===== src/rtl/core/dbe_pkg.sv =====
// ----------------------------------------------------------------------------
// dbe_pkg
// Shared types, constants and helpers of the distance-bound error pair block.
// ----------------------------------------------------------------------------
package dbe_pkg;

  // fixed-point format of the coordinates
  localparam int COORD_FRAC_BITS = 20;

  // shift amounts applied after each multiply
  localparam logic [6:0] SH_SQ  = 7'(COORD_FRAC_BITS);
  localparam logic [6:0] SH_PRD = 7'(COORD_FRAC_BITS - 4);
  localparam logic [6:0] SH_POS = 7'd26;
  localparam logic [6:0] SH_32  = 7'd32;
  localparam logic [6:0] SH_T   = 7'd28;
  localparam logic [6:0] SH_NEG = 7'd31;

  // saturation limits
  localparam logic [63:0] CAP_NONE = 64'hFFFF_FFFF_FFFF_FFFF;
  localparam logic [63:0] CAP_62   = 64'h4000_0000_0000_0000;
  localparam logic [63:0] CAP_63   = 64'h7FFF_FFFF_FFFF_FFFF;
  localparam logic [63:0] CAP_48   = 64'h0000_FFFF_FFFF_FFFF;
  localparam logic [63:0] CAP_GPOS = 64'h0000_0000_7FFF_FFFF;
  localparam logic [63:0] CAP_GNEG = 64'h0000_0000_8000_0000;
  localparam logic [63:0] ONE_Q32  = 64'h0000_0001_0000_0000;

  // divider: quotient bits of 2^65 / den, and starting remainder 2^31
  localparam int          DIV_STEPS = 34;
  localparam logic [63:0] DIV_SEED  = 64'h0000_0000_8000_0000;

  // multiply operations, in issue order
  typedef enum logic [3:0] {
    OP_SQ0, OP_SQ1, OP_SQ2, OP_SQ3,
    OP_PU, OP_PL, OP_POS, OP_Q2, OP_T, OP_NEG,
    OP_G0, OP_G1, OP_G2, OP_G3,
    OP_EU, OP_EL
  } mul_op_t;

  // controller states
  typedef enum logic [2:0] {
    ST_IDLE, ST_MUL, ST_WB, ST_DIV_INIT, ST_DIV, ST_OUT
  } state_t;

  // commands from controller to datapath
  typedef struct packed {
    logic       capture;
    logic       pp_en;
    logic [1:0] pp_idx;
    logic       acc_clr;
    logic       acc_add;
    logic       wb;
    mul_op_t    op;
    logic       div_init;
    logic       div_step;
    logic       out_load;
  } dbe_cmd_t;

  // one pair request
  typedef struct packed {
    logic signed [3:0][31:0] pa;
    logic signed [3:0][31:0] pb;
    logic [31:0]             inv_lower_sq;
    logic [31:0]             inv_upper_sq;
    logic                    last_pair;
  } pair_t;

  // one result
  typedef struct packed {
    logic [3:0][31:0] grad;
    logic [47:0]      pair_error;
    logic [62:0]      total_error;
    logic             sweep_done;
  } result_t;

  // next multiply in the sequence
  function automatic mul_op_t next_op(input mul_op_t op);
    mul_op_t n;
    case (op)
      OP_SQ0:  n = OP_SQ1;
      OP_SQ1:  n = OP_SQ2;
      OP_SQ2:  n = OP_SQ3;
      OP_SQ3:  n = OP_PU;
      OP_PU:   n = OP_PL;
      OP_PL:   n = OP_POS;
      OP_POS:  n = OP_Q2;
      OP_Q2:   n = OP_T;
      OP_T:    n = OP_NEG;
      OP_NEG:  n = OP_G0;
      OP_G0:   n = OP_G1;
      OP_G1:   n = OP_G2;
      OP_G2:   n = OP_G3;
      OP_G3:   n = OP_EU;
      OP_EU:   n = OP_EL;
      default: n = OP_SQ0;
    endcase
    return n;
  endfunction

endpackage


===== src/rtl/core/dbe_ctrl.sv =====
// ----------------------------------------------------------------------------
// dbe_ctrl
// Sequencer for the multiply list, the divider and the result handshake.
// ----------------------------------------------------------------------------
module dbe_ctrl (
  input  logic              clk,
  input  logic              rst,
  input  logic              in_valid,
  output logic              in_ready,
  output logic              out_valid,
  input  logic              out_ready,
  output dbe_pkg::dbe_cmd_t cmd
);

  dbe_pkg::state_t  state;
  dbe_pkg::state_t  state_next;
  dbe_pkg::mul_op_t op;
  dbe_pkg::mul_op_t op_next;
  logic [5:0]       cnt;
  logic [5:0]       cnt_next;
  logic             out_valid_next;
  logic             load_ok;

  localparam logic [5:0] MUL_LAST = 6'd4;
  localparam logic [5:0] DIV_LAST = 6'(dbe_pkg::DIV_STEPS - 1);

  assign load_ok = !out_valid || out_ready;

  // next state
  always_comb begin
    state_next = state;
    op_next    = op;
    cnt_next   = cnt;
    unique case (state)
      dbe_pkg::ST_IDLE: begin
        if (in_valid) begin
          state_next = dbe_pkg::ST_MUL;
          op_next    = dbe_pkg::OP_SQ0;
          cnt_next   = 6'd0;
        end
      end
      dbe_pkg::ST_MUL: begin
        cnt_next = cnt + 6'd1;
        if (cnt == MUL_LAST) begin
          state_next = dbe_pkg::ST_WB;
        end
      end
      dbe_pkg::ST_WB: begin
        cnt_next = 6'd0;
        if (op == dbe_pkg::OP_PL) begin
          state_next = dbe_pkg::ST_DIV_INIT;
        end else if (op == dbe_pkg::OP_EL) begin
          state_next = dbe_pkg::ST_OUT;
        end else begin
          state_next = dbe_pkg::ST_MUL;
          op_next    = dbe_pkg::next_op(op);
        end
      end
      dbe_pkg::ST_DIV_INIT: begin
        state_next = dbe_pkg::ST_DIV;
        cnt_next   = 6'd0;
      end
      dbe_pkg::ST_DIV: begin
        cnt_next = cnt + 6'd1;
        if (cnt == DIV_LAST) begin
          state_next = dbe_pkg::ST_MUL;
          op_next    = dbe_pkg::next_op(op);
          cnt_next   = 6'd0;
        end
      end
      dbe_pkg::ST_OUT: begin
        if (load_ok) begin
          state_next = dbe_pkg::ST_IDLE;
        end
      end
      default: state_next = dbe_pkg::ST_IDLE;
    endcase
  end

  // outputs
  always_comb begin
    cmd          = '0;
    cmd.op       = op;
    cmd.pp_idx   = cnt[1:0];
    in_ready     = 1'b0;
    unique case (state)
      dbe_pkg::ST_IDLE: begin
        in_ready    = 1'b1;
        cmd.capture = in_valid;
      end
      dbe_pkg::ST_MUL: begin
        cmd.pp_en   = (cnt != MUL_LAST);
        cmd.acc_clr = (cnt == 6'd0);
        cmd.acc_add = (cnt != 6'd0);
      end
      dbe_pkg::ST_WB:       cmd.wb       = 1'b1;
      dbe_pkg::ST_DIV_INIT: cmd.div_init = 1'b1;
      dbe_pkg::ST_DIV:      cmd.div_step = 1'b1;
      dbe_pkg::ST_OUT:      cmd.out_load = load_ok;
      default:              cmd.capture  = 1'b0;
    endcase
  end

  // hold the result valid until taken
  always_comb begin
    out_valid_next = out_valid;
    if (cmd.out_load) begin
      out_valid_next = 1'b1;
    end else if (out_ready) begin
      out_valid_next = 1'b0;
    end
  end

  always_ff @(posedge clk) begin
    if (rst) begin
      state     <= dbe_pkg::ST_IDLE;
      op        <= dbe_pkg::OP_SQ0;
      cnt       <= 6'd0;
      out_valid <= 1'b0;
    end else begin
      state     <= state_next;
      op        <= op_next;
      cnt       <= cnt_next;
      out_valid <= out_valid_next;
    end
  end

endmodule

===== config.mk =====
export PLATFORM = sky130hd
export DESIGN_NAME = dbe_ctrl
export DESIGN_NICKNAME = d
export VERILOG_FILES = /design/src/rtl/core/dbe_pkg.sv /design/src/rtl/core/dbe_ctrl.sv
export SDC_FILE = /design/constraint.sdc
export NUM_CORES = 1
export LEC_CHECK = 0
export BUFFER_PORTS_ARGS = -buffer_cell sky130_fd_sc_hd__clkbuf_2
export CAP_MARGIN = 10
export CORE_MARGIN = 2
export CORE_UTILIZATION = 40
export DETAILED_ROUTE_END_ITERATION = 8
export GPL_TIMING_DRIVEN = 0
export PLACE_DENSITY = 0.69
export SLEW_MARGIN = 25
export SYNTH_ARGS = -nofsm -noshare
export SYNTH_HDL_FRONTEND = slang
export SYNTH_SLANG_ARGS = --single-unit
export TNS_END_PERCENT = 5

===== constraint.sdc =====
create_clock -name clk -period 1.9 [get_ports clk]
set_input_delay 0.285 -clock clk [delete_from_list [all_inputs] [get_ports clk]]
set_output_delay 0.285 -clock clk [all_outputs]
set_load 0.02 [all_outputs]

======== Word level (Yosys, flattened, before mapping) ========
Memory sizes are Yosys's and may differ from the RTL's. A register that Yosys moved wholly into a read port is not among the register bits.
Index checks and enable logic that the tools add are counted.
word-level totals
  register bits after elaboration ......... 14
  bits in read-only memories .............. 128
  memories ................................ 2
  input port bits ......................... 4
  output and inout port bits .............. 16
cells by class
  add/sub/neg operators ................... 1
  multiplexer cells ....................... 29
  equality and inequality tests ........... 16
  reduce and logical (&&, ||, !) cells .... 12
memories
  name             words  bits a word  read ports  clocked after Yosys merged registers in  write ports  RTL line       source
  (no name shown)  16     4            1           1                                        0            dbe_pkg.sv:78  case (op)
  (no name shown)  16     4            1           1                                        0            dbe_pkg.sv:78
operators by type and width
  kind                                                                     number
  4-bit two-way mux                                                        8
  6-bit case mux with 4 select lines                                       1
  3-bit two-way mux                                                        6
  3-bit case mux with 6 select lines                                       1
  6-bit two-way mux                                                        2
  2-bit inequality test, second input constant                             6
  4-bit case mux with 3 select lines                                       1
  1-bit two-way mux                                                        9
  6-bit by 1-bit adder with 6-bit output, second input constant            1
  3-bit by 2-bit equality test with 1-bit output, second input constant    2
  3-bit equality test, second input constant                               2
  6-bit by 3-bit equality test with 1-bit output, second input constant    1
  6-bit equality test, second input constant                               1
  6-bit zero test                                                          1
  6-bit by 3-bit inequality test with 1-bit output, second input constant  1
  6-bit nonzero test                                                       1
  5-bit AND reduction                                                      1
  4-bit by 3-bit equality test with 1-bit output, second input constant    1
  4-bit equality test, second input constant                               1
  4-bit AND reduction                                                      1
  4-bit nonzero test                                                       1
  3-bit by 1-bit equality test with 1-bit output, second input constant    1
  3-bit zero test                                                          1
  3-bit nonzero test                                                       1
  other kinds (6)                                                          6

======== Logic depth before layout (Yosys ltp) ========
Gate-level depths: netlist (run 1).
  word-level depth ........................ 6
  depth in mapped cells ................... 11

======== Worst setup path before layout (run 1) ========
Ideal clock, no wire load.
  path type ............................... register to register
  start ................................... reg cnt[1]
  end ..................................... reg (tool-made name)
  cell stages (with the launch flop) ...... 12
  buffers on the path ..................... 0
  slack ................................... -0.171 ns
  arrival time ............................ 2.000 ns
  clock period less this slack ............ 2.071 ns
  library setup time ...................... 0.071 ns
  cells stage by stage .................... dfxtp_1 -> inv_1 -> ha_1 -> and4b_1 -> a2bb2oi_1 -> o21ai_0 -> a21oi_1 -> ha_1 -> a21oi_1 -> a31oi_1 -> o21ai_0 -> a21oi_1
RTL lines
  element                 RTL line         source
  start, declared         dbe_ctrl.sv:19   logic [5:0] cnt;
  start signal, assigned  dbe_ctrl.sv:123  cnt <= cnt_next;

==> results of run 1 <==
## cell type report
| class | count | area [um2] | share of cell area (%) |
|---|---|---|---|
| buffer | 12 | 83.8 | 5.61 |
| multi-input combinational | 108 | 800 | 53.5 |
| timing repair buffer | 29 | 173 | 11.6 |
| tap | 31 | 38.8 | 2.60 |
| clock buffer | 3 | 22.5 | 1.51 |
| inverter | 3 | 11.3 | 0.754 |
| sequential | 18 | 365 | 24.5 |
## power groups by stage
| stage | registers (uW) | clock network, uW | logic, uW |
|---|---|---|---|
| after floorplan | 397 | 0 | 95.6 |
| after CTS | 387 | 196 | 147 |
| after global placement | 398 | 0 | 125 |
| final | 388 | 189 | 156 |
| after global routing | 389 | 215 | 172 |
| after detailed placement | 399 | 0 | 126 |
## layer usage
layer	share of wire, %	up-vias	routed length, um
met4	1.4	0	36
met5	0	-	0
li1	-	574	-
met2	46	33	1190
met3	5.4	5	140
met1	47	521	1230
## metrics by stage
step	setup TNS (ps)	hold WS (ps)	power [uW]
floorplan	-55.1	367	492
global placement	-381	470	523
detailed placement	-465	481	525
CTS	-343	248	730
global route	-1390	245	776
finish	-549	252	733
## worst paths after layout
kind / start / end / slack [ps]
worst max-delay path: cnt[1]$_SDFFE_PP0P_ / register / -180
worst min-delay path: rst / state[1]$_SDFFE_PP0P_ / 250
worst max register to register: cnt[1]$_SDFFE_PP0P_ / register / -180
worst min register to register: register / op[3]$_SDFFE_PP0N_ / 490
## cell families after synthesis
logic type / after synthesis / synth area share [%]
AO/OA/AOI/OAI: 37 / 21.2
XOR/XNOR: 7 / 5.27
adder cells (fa/ha/maj): 5 / 5.38
buffers and inverters: 15 / 7.75
flip-flops: 18 / 31.0
AND/OR/NAND/NOR: 59 / 29.4
## synthesized netlist by cell type (3+ instances only)
master / number
nor2_1: 11
ha_1: 5
o21ai_0: 5
buf_2: 3
nand2b_1: 3
o21ai_1: 3
inv_1: 3
nor3_1: 5
nand2_1: 7
nor2b_1: 4
dfxtp_1: 18
nand4_1: 5
a21oi_1: 14
nor3b_1: 3
xnor2_1: 3
nand3_1: 5
buf_4: 4
clkbuf_1: 3
xor2_1: 4
and3_1: 5
## timing repair
item	4_1_cts	5_1_grt
pin swaps	5	8
hold endpoints to repair	0	0
resized for setup	11	5
buffers inserted	5	5
setup endpoints to repair	6	9
## worst max-delay path, stage by stage, from the launching register on
cell,delay [ps]
dfxtp_2,340
inv_2,80
ha_4,130
and4b_2,290
a2bb2oi_4,90
o21ai_1,230
a21oi_2,100
ha_2,230
a21bo_2,210
o21ai_1,70
nand4_1,100
a21oi_1,150
==> impl_metrics.csv, run 1 <==
group,metric,value,unit
status,failed_checks,"negative setup slack",
worst_setup_path,cp.required,2120,ps
floorplan,dieArea,3350,um2
timing,finalHoldViolCount,0,
power_and_ir_drop,sequentialPowerShare,52.9,%
cells_and_area,drive_gt1_share,37.6,%
clock_network,cts_root_buffer,"clkbuf_4",
cells_and_area,final_cell_area,1490,um2
timing,fmax,481,MHz
clock_network,cts_hold_buf,0,
floorplan,core-area,2760,um2
timing,finalClockSkew,3.52,ps
detailed_routing,viasPerCell,5.55,
logic_synthesis,synth-edff-count,0,
logic_synthesis,yosysSeqAreaShare,31.0,%
timing,setup_viol,5,
power_and_ir_drop,p_leak,0.000612,uW
floorplan,pin_count,20,
clock_network,cts_buffers,3,
power_and_ir_drop,pwr_density_cell,490,nW/um2
detailed_routing,drtPass1Iterations,4,
cells_and_area,fill_cells,271,
global_route,grtUsageMet2,25.8,%
worst_setup_path,critical_path.endpoint_type,"register",
cells_and_area,utilization,54.2,%
placed_design,dp_slack,-274,ps
logic_synthesis,synth_cells,141,
global_route,grt_busiest_layer,"met2",
hold_path,worstHoldPathCells,2,
cells_and_area,final_nets,184,
logic_synthesis,ys_types,43,
logic_synthesis,ys_warn_count,0,
logic_synthesis,synthArstFlopShare,0,%
timing,setup_slack,-181,ps
worst_setup_path,crit_fanout,4,
placed_design,routabilityCongestion,0.814,
detailed_routing,vias,1133,
placed_design,dp_hpwl,1880,um
power_and_ir_drop,swShare,27.7,%
worst_setup_path,r2r_cells,11,
logic_synthesis,synth_area_leaders,"dfxtp_1 (31%), a21oi_1 (6.0%), ha_1 (5.4%)",
run,maxCapViolCount,0,
logic_synthesis,yosysTopAreaCellShare,31.0,%
placed_design,io_buffers,19,
global_route,grt_pass1_vias,1028,
logic_synthesis,ys_ff_latch,18,
global_route,overflow,0,
power_and_ir_drop,pwr-share-comb,21.2,%
placed_design,placed_area,1330,um2
clock_network,cts_max_level,1,
power_and_ir_drop,p_sw,203,uW
floorplan,initial_core_util,42.2,%
timing,fin_crit_sh,110,%
power_and_ir_drop,clkPwrFrac,25.9,%
status,status,"complete, but fails checks",
timing,min_period,2080,ps
cells_and_area,area_growth,28.5,%
logic_synthesis,synth_area_per_cell,8.24,um2
timing,slew-limit-headroom,65.0,%
logic_synthesis,synth_area,1160,um2
global_route,grt_pass1_wl,4490,um
global_route,use_met3,2.90,%
timing,slew_viol_final,0,
floorplan,rows,19,
floorplan,die_h,57.9,um
logic_synthesis,ys_dominant_reg_cell,"dfxtp_1",
global_route,antenna_found_initial,0,
timing,worst_pin_slew,512,ps
worst_setup_path,crit_type,"reg -> reg",
detailed_routing,dr.first_iter.drc_count,37,
clock_network,clk_pin_slew,100,ps
timing,rsz0062_at_grt,"yes",
floorplan,die_x,57.9,um
logic_synthesis,synth_top_area_cell,"dfxtp_1",
cells_and_area,n_antenna_cell,0,
logic_synthesis,syn_nets,150,
cells_and_area,final_cell_mix,"clkbuf_2 (18), dfxtp_1 (16), buf_4 (15)",
detailed_routing,drtAntennaViolNets,0,
clock_network,cts_tree,"yes",
clock_network,cts.sinks,18,
cells_and_area,final_cells,204,
detailed_routing,totalWireLength,2600,um
global_route,grt_usage,17.2,%
power_and_ir_drop,ir_drop,0.329,mV
global_route,grt_max_degree,11,
detailed_routing,drc,0,
clock_network,cts_buffer_depth,2,
placed_design,placed_cells,191,
hold_path,holdCritPathClass,"in -> reg",
clock_network,clock_latency,290,ps
global_route,use_met1,23.8,%
worst_setup_path,critPathLaunchType,"register",
worst_setup_path,arrival,2300,ps
cells_and_area,final_common_cell,"clkbuf_2",
detailed_routing,wl_per_cell,12.8,um
power_and_ir_drop,p_int,530,uW
Note: power is estimated with default switching activity, not from simulation.
==> run 2, diff against run 1 <==
SKIP_CTS_REPAIR_TIMING = 1   (was unset)
==> run 2 against run 1 <==
The flow still finishes with violations (negative setup slack). Cell area is 2.5% lower. Critical path depth stayed put. Total power is 1.2% lower. Final cell count is 2.0% lower. Core utilization is 1.4 points lower. Highest routed layer unchanged. Global-route usage is 1.4 points lower. Worst hold slack worse by 3.4 ps.
==> impl_metrics.csv, run 2 (synthesis results as in run 1) <==
group,metric,value,unit
cells_and_area,area_growth,25.3,%
cells_and_area,final_common_cell,"clkbuf_2",
detailed_routing,vias,1113,
detailed_routing,viasPerCell,5.57,
cells_and_area,fill_cells,276,
cells_and_area,final_cell_mix,"clkbuf_2 (18), dfxtp_1 (16), a21oi_1 (12)",
floorplan,dieArea,3350,um2
timing,slew-limit-headroom,65.1,%
worst_setup_path,arrival,2340,ps
clock_network,cts.sinks,18,
cells_and_area,drive_gt1_share,34.9,%
floorplan,core-area,2760,um2
placed_design,placed_area,1330,um2
timing,setup_slack,-213,ps
power_and_ir_drop,pwr_density_cell,497,nW/um2
timing,setup_viol,5,
timing,fmax,473,MHz
worst_setup_path,cp.required,2120,ps
cells_and_area,final_cell_area,1460,um2
clock_network,cts_buffers,3,
worst_setup_path,critical_path.endpoint_type,"register",
worst_setup_path,crit_family,"compound AO/OA/AOI/OAI gates",
clock_network,clock_latency,290,ps
timing,finalClockSkew,4.69,ps
detailed_routing,drtAntennaViolNets,0,
floorplan,rows,19,
global_route,grt_pass1_vias,943,
status,failed_checks,"negative setup slack",
clock_network,cts_tree,"yes",
run,maxCapViolCount,0,
detailed_routing,drtPass1Iterations,4,
worst_setup_path,cpMaxStageDelayCell,"dfxtp_4",
power_and_ir_drop,p_leak,0.000596,uW
clock_network,clk_pin_slew,100,ps
hold_path,holdCritPathClass,"in -> reg",
timing,worst_pin_slew,510,ps
timing,tns,-474,ps
hold_path,hp-start,"rst",
clock_network,cts_buffer_depth,2,
worst_setup_path,crit_fanout,4,
timing,fin_crit_sh,111,%
timing,finalHoldViolCount,0,
placed_design,routabilityCongestion,0.814,
global_route,antenna_found_initial,0,
cells_and_area,utilization,52.8,%
floorplan,pin_count,20,
placed_design,dp_slack,-274,ps
clock_network,cts_root_buffer,"clkbuf_4",
placed_design,dp_hpwl,1880,um
global_route,grt_usage,15.8,%
status,status,"complete, but fails checks",
worst_setup_path,crit_chain,"inv_4 -> ha_4 -> and4b_2 -> o2bb2ai_4 -> nand4_1 -> a21oi_2 -> ha_2 -> a21oi_1 -> a31oi_1 -> o21ai_1 -> a21oi_1",
worst_setup_path,rr_startpoint,"cnt[1]$_SDFFE_PP0P_",
power_and_ir_drop,ir_drop,0.332,mV
detailed_routing,dr.first_iter.drc_count,29,
timing,min_period,2110,ps
clock_network,cts_max_level,1,
detailed_routing,drc,0,
cells_and_area,seq_area,368,um2
worst_setup_path,critPathLaunchType,"register",
floorplan,initial_core_util,42.2,%
worst_setup_path,startpoint,"cnt[1]$_SDFFE_PP0P_",
timing,rsz0062_at_grt,"yes",
worst_setup_path,crit_type,"reg -> reg",
floorplan,die_h,57.9,um
worst_setup_path,cpPeakStageDelay,380,ps
cells_and_area,multiInputGateArea,792,um2
cells_and_area,final_nets,180,
power_and_ir_drop,finalPower,724,uW
timing,slew_viol_final,0,
worst_setup_path,cpMostUsedCell,"a21oi_1",
cells_and_area,n_antenna_cell,0,
global_route,overflow,0,
global_route,grt_max_degree,11,
detailed_routing,totalWireLength,2570,um
floorplan,die_x,57.9,um
worst_setup_path,cp.buffers_inverters,1,
placed_design,io_buffers,19,
detailed_routing,wl_per_cell,12.9,um
global_route,grt_pass1_wl,4140,um
==> run 2: path summary, 6_finish.rpt <==
kind | endpoint | slack [ps] | cells past startpoint
hold / removal | state[1]$_SDFFE_PP0P_ | 250 | 2
setup / recovery | register | -210 | 11
hold reg to reg | op[3]$_SDFFE_PP0N_ | 490 | 2
setup reg to reg | register | -210 | 11
==> run 2: power breakdown <==
| part | leakage [uW] | total (uW) | internal (uW) | switching, uW |
|---|---|---|---|---|
| clock network | 0.0000138 | 189 | 73.8 | 115 |
| registers | 0.000147 | 390 | 382 | 7.83 |
| logic | 0.000435 | 145 | 66.2 | 78.8 |
| total | 0.000596 | 724 | 522 | 202 |
==> run 2: cell type report <==
type / count / share of cell area, %
multi-input cells: 108 / 54.4
flip-flops and latches: 18 / 25.3
repair buffers: 25 / 9.79
plain buffers: 12 / 5.41
well taps: 31 / 2.66
clock buffers: 3 / 1.55
inverters: 3 / 0.945
==> run 2: layer usage <==
metal  GRT usage (%)  part of all wire (%)  vias to the layer above
met1            22.3                    49                      513
met3            2.68                   3.6                        7
met2            23.4                    45                       26
met5               0                     0                        -
li1                -                     -                      567
met4            7.64                   1.9                        0
==> run 2: stage by stage <==
step | cells | hold slack, ps
after global routing | 200 | 248
after CTS | 194 | 248
after global placement | 191 | 470
final | 200 | 249
after detailed placement | 191 | 481
after floorplan | 141 | 367
